`src/sv/sktbi_pkg.sv`:
```
// Shared widths, request codes and status codes for the sorted key table.
// No dependencies; used by the interfaces, the top level and the checker.
package sktbi_pkg;

  localparam int KEY_W        = 64;
  localparam int POS_W        = 6;
  localparam int TYPE_W       = 2;
  localparam int STAT_W       = 2;
  localparam int CAPACITY_DEF = 32;

  typedef enum logic [TYPE_W-1:0] {
    REQ_LEFT   = 2'd0,
    REQ_RIGHT  = 2'd1,
    REQ_INSERT = 2'd2,
    REQ_NONE   = 2'd3
  } req_type_t;

  typedef enum logic [STAT_W-1:0] {
    ST_OK    = 2'd0,
    ST_FULL  = 2'd1,
    ST_RANGE = 2'd2
  } status_t;

endpackage

```
`src/sv/sktbi_in_if.sv`:
```
// Request channel: valid/ready handshake carrying one request word.
// Depends on sktbi_pkg.
interface sktbi_in_if;
  import sktbi_pkg::*;

  logic                    valid;
  logic                    ready;
  req_type_t               req_type;
  logic signed [KEY_W-1:0] key;
  logic [POS_W-1:0]        insert_position;

  modport source (output valid, req_type, key, insert_position, input ready);
  modport sink   (input valid, req_type, key, insert_position, output ready);
endinterface

```
`src/sv/sktbi_out_if.sv`:
```
// Response channel: valid/ready handshake carrying one result word.
// Depends on sktbi_pkg.
interface sktbi_out_if;
  import sktbi_pkg::*;

  logic             valid;
  logic             ready;
  logic [POS_W-1:0] position;
  status_t          status;
  logic [POS_W-1:0] entry_count_after;

  modport source (output valid, position, status, entry_count_after, input ready);
  modport sink   (input valid, position, status, entry_count_after, output ready);
endinterface

```
`src/sv/sorted_key_table_bisect_insert.sv`:
```
// Sorted key table: left/right bisect and positional insert over a key RAM.
// Depends on sktbi_pkg, sktbi_in_if and sktbi_out_if.
//
//   channel  dir  word fields
//   req      in   req_type, key, insert_position
//   rsp      out  position, status, entry_count_after
//
// Bisect: each halving step is a RAM read, then a compare in the one
// comparator; 6 steps at most for 32 entries.
// Insert: each moved entry is a read, then a write, through the single RAM port pair;
// rejected inserts and unused request types go straight to the result.
// Reset clears the entry count, the state and the output valid; key RAM contents are left as they are.
// req.ready is high whenever no request is in flight, even while a result
// waits in the output register; a stalled rsp holds the finished result.
module sorted_key_table_bisect_insert #(
  parameter int CAPACITY = sktbi_pkg::CAPACITY_DEF
) (
  input  logic        clk,
  input  logic        rst,
  sktbi_in_if.sink    req,
  sktbi_out_if.source rsp
);
  import sktbi_pkg::*;

  localparam int AW = (CAPACITY > 1) ? $clog2(CAPACITY) : 1;
  localparam int CW = $clog2(CAPACITY + 1);
  localparam int XW = (CW > POS_W) ? CW : POS_W;
  localparam logic [CW-1:0] CAP_C = CW'(CAPACITY);

  typedef enum logic [6:0] {
    S_IDLE  = 7'b0000001,
    S_READ  = 7'b0000010,
    S_CMP   = 7'b0000100,
    S_SHRD  = 7'b0001000,
    S_SHWR  = 7'b0010000,
    S_INSWR = 7'b0100000,
    S_FIN   = 7'b1000000
  } state_t;

  state_t                  state;
  logic [CW-1:0]           count;
  logic [CW-1:0]           lo;
  logic [CW-1:0]           hi;
  logic [CW-1:0]           idx;
  logic signed [KEY_W-1:0] key_q;
  req_type_t               kind;
  logic [POS_W-1:0]        ipos;
  logic [POS_W-1:0]        res_pos;
  status_t                 res_status;

  logic                    out_valid;
  logic [POS_W-1:0]        out_pos;
  status_t                 out_status;
  logic [POS_W-1:0]        out_count;

  logic signed [KEY_W-1:0] mem [CAPACITY];
  logic signed [KEY_W-1:0] rd_data;

  logic [CW:0]             mid_sum;
  logic [CW-1:0]           mid;
  logic [CW-1:0]           idx_m1;
  logic                    go_right;
  logic [CW-1:0]           lo_next;
  logic [CW-1:0]           hi_next;
  logic                    rd_en;
  logic [AW-1:0]           rd_addr;
  logic                    wr_en;
  logic [AW-1:0]           wr_addr;
  logic signed [KEY_W-1:0] wr_data;
  logic                    in_acc;
  logic                    out_load;

  assign in_acc   = req.valid && req.ready;
  assign out_load = (state == S_FIN) && (!out_valid || rsp.ready);

  assign mid_sum = {1'b0, lo} + {1'b0, hi};
  assign mid     = mid_sum[CW:1];
  assign idx_m1  = idx - CW'(1);

  // left bisect moves right on mem < key, right bisect also on equality
  assign go_right = (rd_data < key_q) || ((kind == REQ_RIGHT) && (rd_data == key_q));
  assign lo_next  = go_right ? (mid + CW'(1)) : lo;
  assign hi_next  = go_right ? hi : mid;

  assign rd_en   = (state == S_READ) || (state == S_SHRD);
  assign rd_addr = (state == S_READ) ? mid[AW-1:0] : idx_m1[AW-1:0];
  assign wr_en   = (state == S_SHWR) || (state == S_INSWR);
  assign wr_addr = (state == S_SHWR) ? idx[AW-1:0] : AW'(ipos);
  assign wr_data = (state == S_SHWR) ? rd_data : key_q;

  always_ff @(posedge clk) begin
    if (rd_en) begin
      rd_data <= mem[rd_addr];
    end
    if (wr_en) begin
      mem[wr_addr] <= wr_data;
    end
  end

  always_ff @(posedge clk) begin
    if (rst) begin
      state     <= S_IDLE;
      count     <= '0;
      out_valid <= 1'b0;
    end else begin
      if (out_load) begin
        out_valid  <= 1'b1;
        out_pos    <= res_pos;
        out_status <= res_status;
        out_count  <= POS_W'(count);
      end else if (out_valid && rsp.ready) begin
        out_valid <= 1'b0;
      end

      case (state)
        S_IDLE: begin
          if (in_acc) begin
            key_q      <= req.key;
            kind       <= req.req_type;
            ipos       <= req.insert_position;
            lo         <= '0;
            hi         <= count;
            idx        <= count;
            res_status <= ST_OK;
            case (req.req_type)
              REQ_LEFT, REQ_RIGHT: begin
                res_pos <= '0;
                state   <= (count == '0) ? S_FIN : S_READ;
              end
              REQ_INSERT: begin
                res_pos <= req.insert_position;
                if (count >= CAP_C) begin
                  res_status <= ST_FULL;
                  state      <= S_FIN;
                end else if (XW'(req.insert_position) > XW'(count)) begin
                  res_status <= ST_RANGE;
                  state      <= S_FIN;
                end else if (XW'(req.insert_position) == XW'(count)) begin
                  state <= S_INSWR;
                end else begin
                  state <= S_SHRD;
                end
              end
              default: begin
                res_pos <= '0;
                state   <= S_FIN;
              end
            endcase
          end
        end
        S_READ: begin
          state <= S_CMP;
        end
        S_CMP: begin
          lo <= lo_next;
          hi <= hi_next;
          if (lo_next >= hi_next) begin
            res_pos <= POS_W'(lo_next);
            state   <= S_FIN;
          end else begin
            state <= S_READ;
          end
        end
        S_SHRD: begin
          state <= S_SHWR;
        end
        S_SHWR: begin
          idx <= idx_m1;
          // last move done once the hole reaches the insert position
          state <= (XW'(idx_m1) == XW'(ipos)) ? S_INSWR : S_SHRD;
        end
        S_INSWR: begin
          count <= count + CW'(1);
          state <= S_FIN;
        end
        S_FIN: begin
          if (out_load) begin
            state <= S_IDLE;
          end
        end
        default: begin
          state <= S_IDLE;
        end
      endcase
    end
  end

  assign req.ready             = (state == S_IDLE);
  assign rsp.valid             = out_valid;
  assign rsp.position          = out_pos;
  assign rsp.status            = out_status;
  assign rsp.entry_count_after = out_count;

endmodule

```
`src/flat_wrapper.sv`:
```
// flat-port wrapper written by rule: the top's interface ports become plain ports
module sorted_key_table_bisect_insert_flat import sktbi_pkg::*;
#(
  parameter int CAPACITY = sktbi_pkg::CAPACITY_DEF
)
  (clk, rst, req_valid, req_req_type, req_key, req_insert_position, req_ready, rsp_valid, rsp_position, rsp_status, rsp_entry_count_after, rsp_ready);
  sktbi_in_if req_i ();
  sktbi_out_if rsp_i ();
  input  logic clk;
  input  logic rst;
  input wire logic [$bits(req_i.valid)-1:0] req_valid;
  input wire logic [$bits(req_i.req_type)-1:0] req_req_type;
  input wire logic [$bits(req_i.key)-1:0] req_key;
  input wire logic [$bits(req_i.insert_position)-1:0] req_insert_position;
  output wire logic [$bits(req_i.ready)-1:0] req_ready;
  output wire logic [$bits(rsp_i.valid)-1:0] rsp_valid;
  output wire logic [$bits(rsp_i.position)-1:0] rsp_position;
  output wire logic [$bits(rsp_i.status)-1:0] rsp_status;
  output wire logic [$bits(rsp_i.entry_count_after)-1:0] rsp_entry_count_after;
  input wire logic [$bits(rsp_i.ready)-1:0] rsp_ready;
  assign req_i.valid = req_valid;
  assign req_i.req_type = req_req_type;
  assign req_i.key = req_key;
  assign req_i.insert_position = req_insert_position;
  assign req_ready = req_i.ready;
  assign rsp_valid = rsp_i.valid;
  assign rsp_position = rsp_i.position;
  assign rsp_status = rsp_i.status;
  assign rsp_entry_count_after = rsp_i.entry_count_after;
  assign rsp_i.ready = rsp_ready;
  sorted_key_table_bisect_insert #(.CAPACITY(CAPACITY)) u_core (.clk(clk), .rst(rst), .req(req_i), .rsp(rsp_i));
endmodule
```
`config.mk`:
```
export PLATFORM = sky130hd
export DESIGN_NAME = sorted_key_table_bisect_insert_flat
export DESIGN_NICKNAME = d
export VERILOG_FILES = /design/src/sv/sktbi_pkg.sv /design/src/sv/sktbi_in_if.sv /design/src/sv/sktbi_out_if.sv /design/src/sv/sorted_key_table_bisect_insert.sv /design/src/flat_wrapper.sv
export SDC_FILE = /design/constraint.sdc
export NUM_CORES = 2
export LEC_CHECK = 0
export BUFFER_PORTS_ARGS = -buffer_cell sky130_fd_sc_hd__buf_4
export CAP_MARGIN = 20
export CORE_AREA = 2 2 555 557
export CTS_BUF_LIST = sky130_fd_sc_hd__clkbuf_16
export CTS_CLUSTER_DIAMETER = 40
export CTS_CLUSTER_SIZE = 25
export DETAILED_ROUTE_END_ITERATION = 7
export DIE_AREA = 0 0 557 559
export SKIP_CTS_REPAIR_TIMING = 1
export SLEW_MARGIN = 5
export SYNTH_ARGS = -nofsm -noshare
export SYNTH_HDL_FRONTEND = slang
export SYNTH_SLANG_ARGS = --single-unit
```
`constraint.sdc`:
```
create_clock -name clk -period 8.2 [get_ports clk]
set_input_delay 1.64 -clock clk [delete_from_list [all_inputs] [get_ports clk]]
set_output_delay 1.64 -clock clk [all_outputs]
set_load 0.005 [all_outputs]
```
==> summary.md <==
| Metric | Value |
|---|---|
| Post-Route WL | `247 mm` |
| Die footprint | `0.311 mm^2` |
| Clock Skew | `0.0908 ns` |
| Worst path max stage delay | `0.55 ns` |
| RSZ-0062 raised after global routing | `no` |
| Syn_area_per_cell | `15.0 um^2` |
| GRT overflow | `0` |
| Row cnt | `203` |
| Total CTS buffers | `303` |
| PwrDens | `263 mW/mm^2` |
| Fmax | `0.184 GHz` |
| Distinct cells, synth | `65` |
| Syn_nets | `6255` |
| Number of synthesized register bits | `2238` |
| Post-detail-place hpwl | `124 mm` |
| Commonest non-fill, non-tap cell in the layout | `edfxtp_1` |
| Async set-or-reset flop fraction in the synthesized netlist | `0` |
| IO Pins | `92` |
| Share of cells above drive strength 1 | `0.135` |
| Initial antenna violation count | `21` |
| Die X | `557 um` |
| Most common cell on crit path | `a21o_1` |
| CP max-delay cell | `nor4_1` |
| Crit-path cells | `ha_1 > a21oi_1 > o21ai_0 > buf_4 > a2111o_1 > nor4_1 > o21ai_0 > o2bb2ai_1 > buf_4 > or3_1 > nand2_1 > ha_1 > nand2b_1 > a21o_1 > a21o_1 > a21o_1 > a21o_1 > a21oi_1 > nand2_1 > and2_1` |
| Final std cells w/o fill | `10600` |
| Routed vias/inst | `5.08` |
| CP Data Required Time | `8.83 ns` |
| Placer congestion estimate | `0.780` |
| Crit path DAT | `6.07 ns` |
| Gr usage total | `0.154` |
| Pin count of the biggest net entering global routing | `186` |
| Detail Route Antenna Nets | `0` |
| Final Slew Violations | `0` |
| Crit. End Element | `register` |
| Ys Warns | `0` |
| Post-synthesis sequential area ratio | `0.736` |
| Initial Util | `0.299` |
| DP Cell Count | `10000` |
| Leakage Power | `35.7 nW` |
| Final #Nets | `6412` |
| Number of global-route vias before repair | `52600` |
| H-tree lvl count | `5` |
| Setup TNS | `0 ns` |
| Worst-path fanout max | `14` |
| CP Class | `register to register` |
| WL/cell | `23.3 um` |
| Crit start category | `register` |
| 1st-iter DRT viols | `5714` |
| Post-route DRC | `0` |
| Port Buf Inserts | `91` |
| Setup slack, reg-to-reg | `2.76 ns` |
| Worst ir drop on vdd | `230 uV` |
| Worst-path clk slew | `0.06 ns` |
| Max cap viols | `0` |
| Run status | `completed` |
| Cells after synthesis | `6093` |
| CP top delay family | `compound AO/OA/AOI/OAI gates` |
| Slew Limit Headroom | `0.178` |
| Die height | `559 um` |
| Layout overhead on the synthesized area | `17.8%` |
| Hold Fails Final Rpt | `0` |
| Period minus WS final | `5.44 ns` |
| Bufs on Longest Clock Path | `4` |
| Vias | `53800` |
| Buf/Inv on CP | `2` |
| CTS Root Cell | `clkbuf_16` |
| Later-pin clock latency in the skew report | `0.95 ns` |
| Synth Flop Type | `edfxtp_1` |
| # setup viols final | `0` |
| Drt first pass iters | `6` |
| Post-synth EDFFs | `2224` |
| Post-Syn Area | `0.0911 mm^2` |
| Hold Path Class | `register to register` |
| First-pass GRT wire length | `357 mm` |
| Commonest non-fill, non-tap cells in the layout | `edfxtp_1 (2224), nand2_1 (1136), mux2i_1 (453), clkbuf_16 (309), nand3_1 (276)` |
| Num Clock Sinks | `2238` |
| Core area | `0.305 mm^2` |
| Final worst path period share | `0.664` |
| Worst slew pin tran | `1.22 ns` |
| CTS tree | `built` |
[layout make-up]
cell class / instances / area, um^2
Multi-Input combinational cell: 3372 / 22200
Tap cell: 4100 / 5130
Antenna cell: 7 / 17.5
Timing Repair Buffer: 255 / 2460
Clock buffer: 309 / 7730
Fill cell: 28600 / 198000
Sequential cell: 2238 / 67100
Inverter: 80 / 300
Clock inverter: 222 / 2330
[through the flow]
stage | instance area, um^2 | worst slack [ns] | total power (W) | utilization | hold WS (ns)
2_1_floorplan | 91100 | 0.632 | 0.0146 | - | 0.400
3_3_place_gp | 97100 | 2.59 | 0.0154 | 0.318 | 0.406
3_5_place_dp | 97100 | 2.75 | 0.0154 | 0.318 | 0.405
4_1_cts | 107000 | 2.68 | 0.0284 | 0.351 | 0.398
5_1_grt | 107000 | 2.61 | 0.0291 | 0.352 | 0.395
6_report | 107000 | 2.76 | 0.0282 | 0.352 | 0.384
[cell families after synthesis]
group / synth area share
buffers and inverters: 0.0238
AO/OA/AOI/OAI: 0.0860
adder cells (fa/ha/maj): 0.0119
flip-flops: 0.736
AND/OR/NAND/NOR: 0.0895
XOR/XNOR: 0.00231
multiplexers: 0.0504
[path summary, 6_finish.rpt]
check,from,to,cells past startpoint
setup / recovery,u_core.rd_data[63],u_core.res_pos[4],20
hold / removal,u_core.res_status[1],u_core.rsp.status[1],0
setup reg to reg,u_core.rd_data[63],u_core.res_pos[4],20
hold reg to reg,u_core.res_status[1],u_core.rsp.status[1],0
[where the power goes]
part	switching, W	total [W]	internal [W]
clock	0.00513	0.0130	0.00786
sequential	0.0000235	0.0128	0.0127
combinational	0.00165	0.00246	0.000806
total	0.00680	0.0282	0.0214
[Yosys cell counts (6+ instances only)]
cell	number	area [um^2]
edfxtp_1	2224	66800
or2_2	7	43.8
buf_1	21	78.8
a311oi_1	128	1120
a311o_1	128	1280
clkbuf_1	233	875
ha_1	85	1060
nand3_1	276	1380
nor4_1	9	56.3
nand4_1	18	113
nor3_1	21	105
buf_6	16	180
nor2_1	77	289
a221oi_2	60	901
and2_1	260	1630
buf_2	106	531
inv_1	80	300
xor2_1	6	52.6
a21o_1	10	75.1
a31oi_1	137	857
nand2_1	1136	4260
a21oi_1	46	230
o21a_1	6	45.0
buf_4	27	203
nand2b_1	9	56.3
a211oi_1	258	1940
xnor2_1	18	158
dfxtp_1	14	280
or3_1	6	37.5
o21ai_0	92	460
a32o_1	65	651
mux2i_1	453	4530
[metal layers]
metal | GRT usage | routed length [um] | vias up
li1 | - | - | 23900
met1 | 0.207 | 106000 | 27400
met2 | 0.251 | 117000 | 2064
met3 | 0.0282 | 17500 | 429
met4 | 0.0480 | 6730 | 12
met5 | 0 | 83 | -
[state kept, by name (all words and copies together) (netlist names)]
| register | count |
|---|---|
| u_core.ipos | 6 |
| u_core.hi | 6 |
| u_core.state | 7 |
| u_core.rsp.entry_count_after | 6 |
| u_core.idx | 6 |
| u_core.rsp.valid | 1 |
| u_core.count | 6 |
| u_core.rsp.status | 2 |
| u_core.res_status | 2 |
| u_core.res_pos | 6 |
| u_core.rsp.position | 6 |
| u_core.lo | 6 |
| u_core.mem | 2048 |
| u_core.rd_data | 64 |
| u_core.key_q | 64 |
| u_core.kind | 2 |
[worst register-to-register path: stages (launching register included)]
cell and delay [ns]:
edfxtp_1 0.39, ha_1 0.50, a21oi_1 0.20, o21ai_0 0.14, buf_4 0.21, a2111o_1 0.39, nor4_1 0.55, o21ai_0 0.30
o2bb2ai_1 0.19, buf_4 0.19, or3_1 0.36, nand2_1 0.08, ha_1 0.22, nand2b_1 0.15, a21o_1 0.18, a21o_1 0.17
a21o_1 0.17, a21o_1 0.17, a21oi_1 0.18, nand2_1 0.11, and2_1 0.29
No activity file was read; power rests on OpenSTA's default activity.
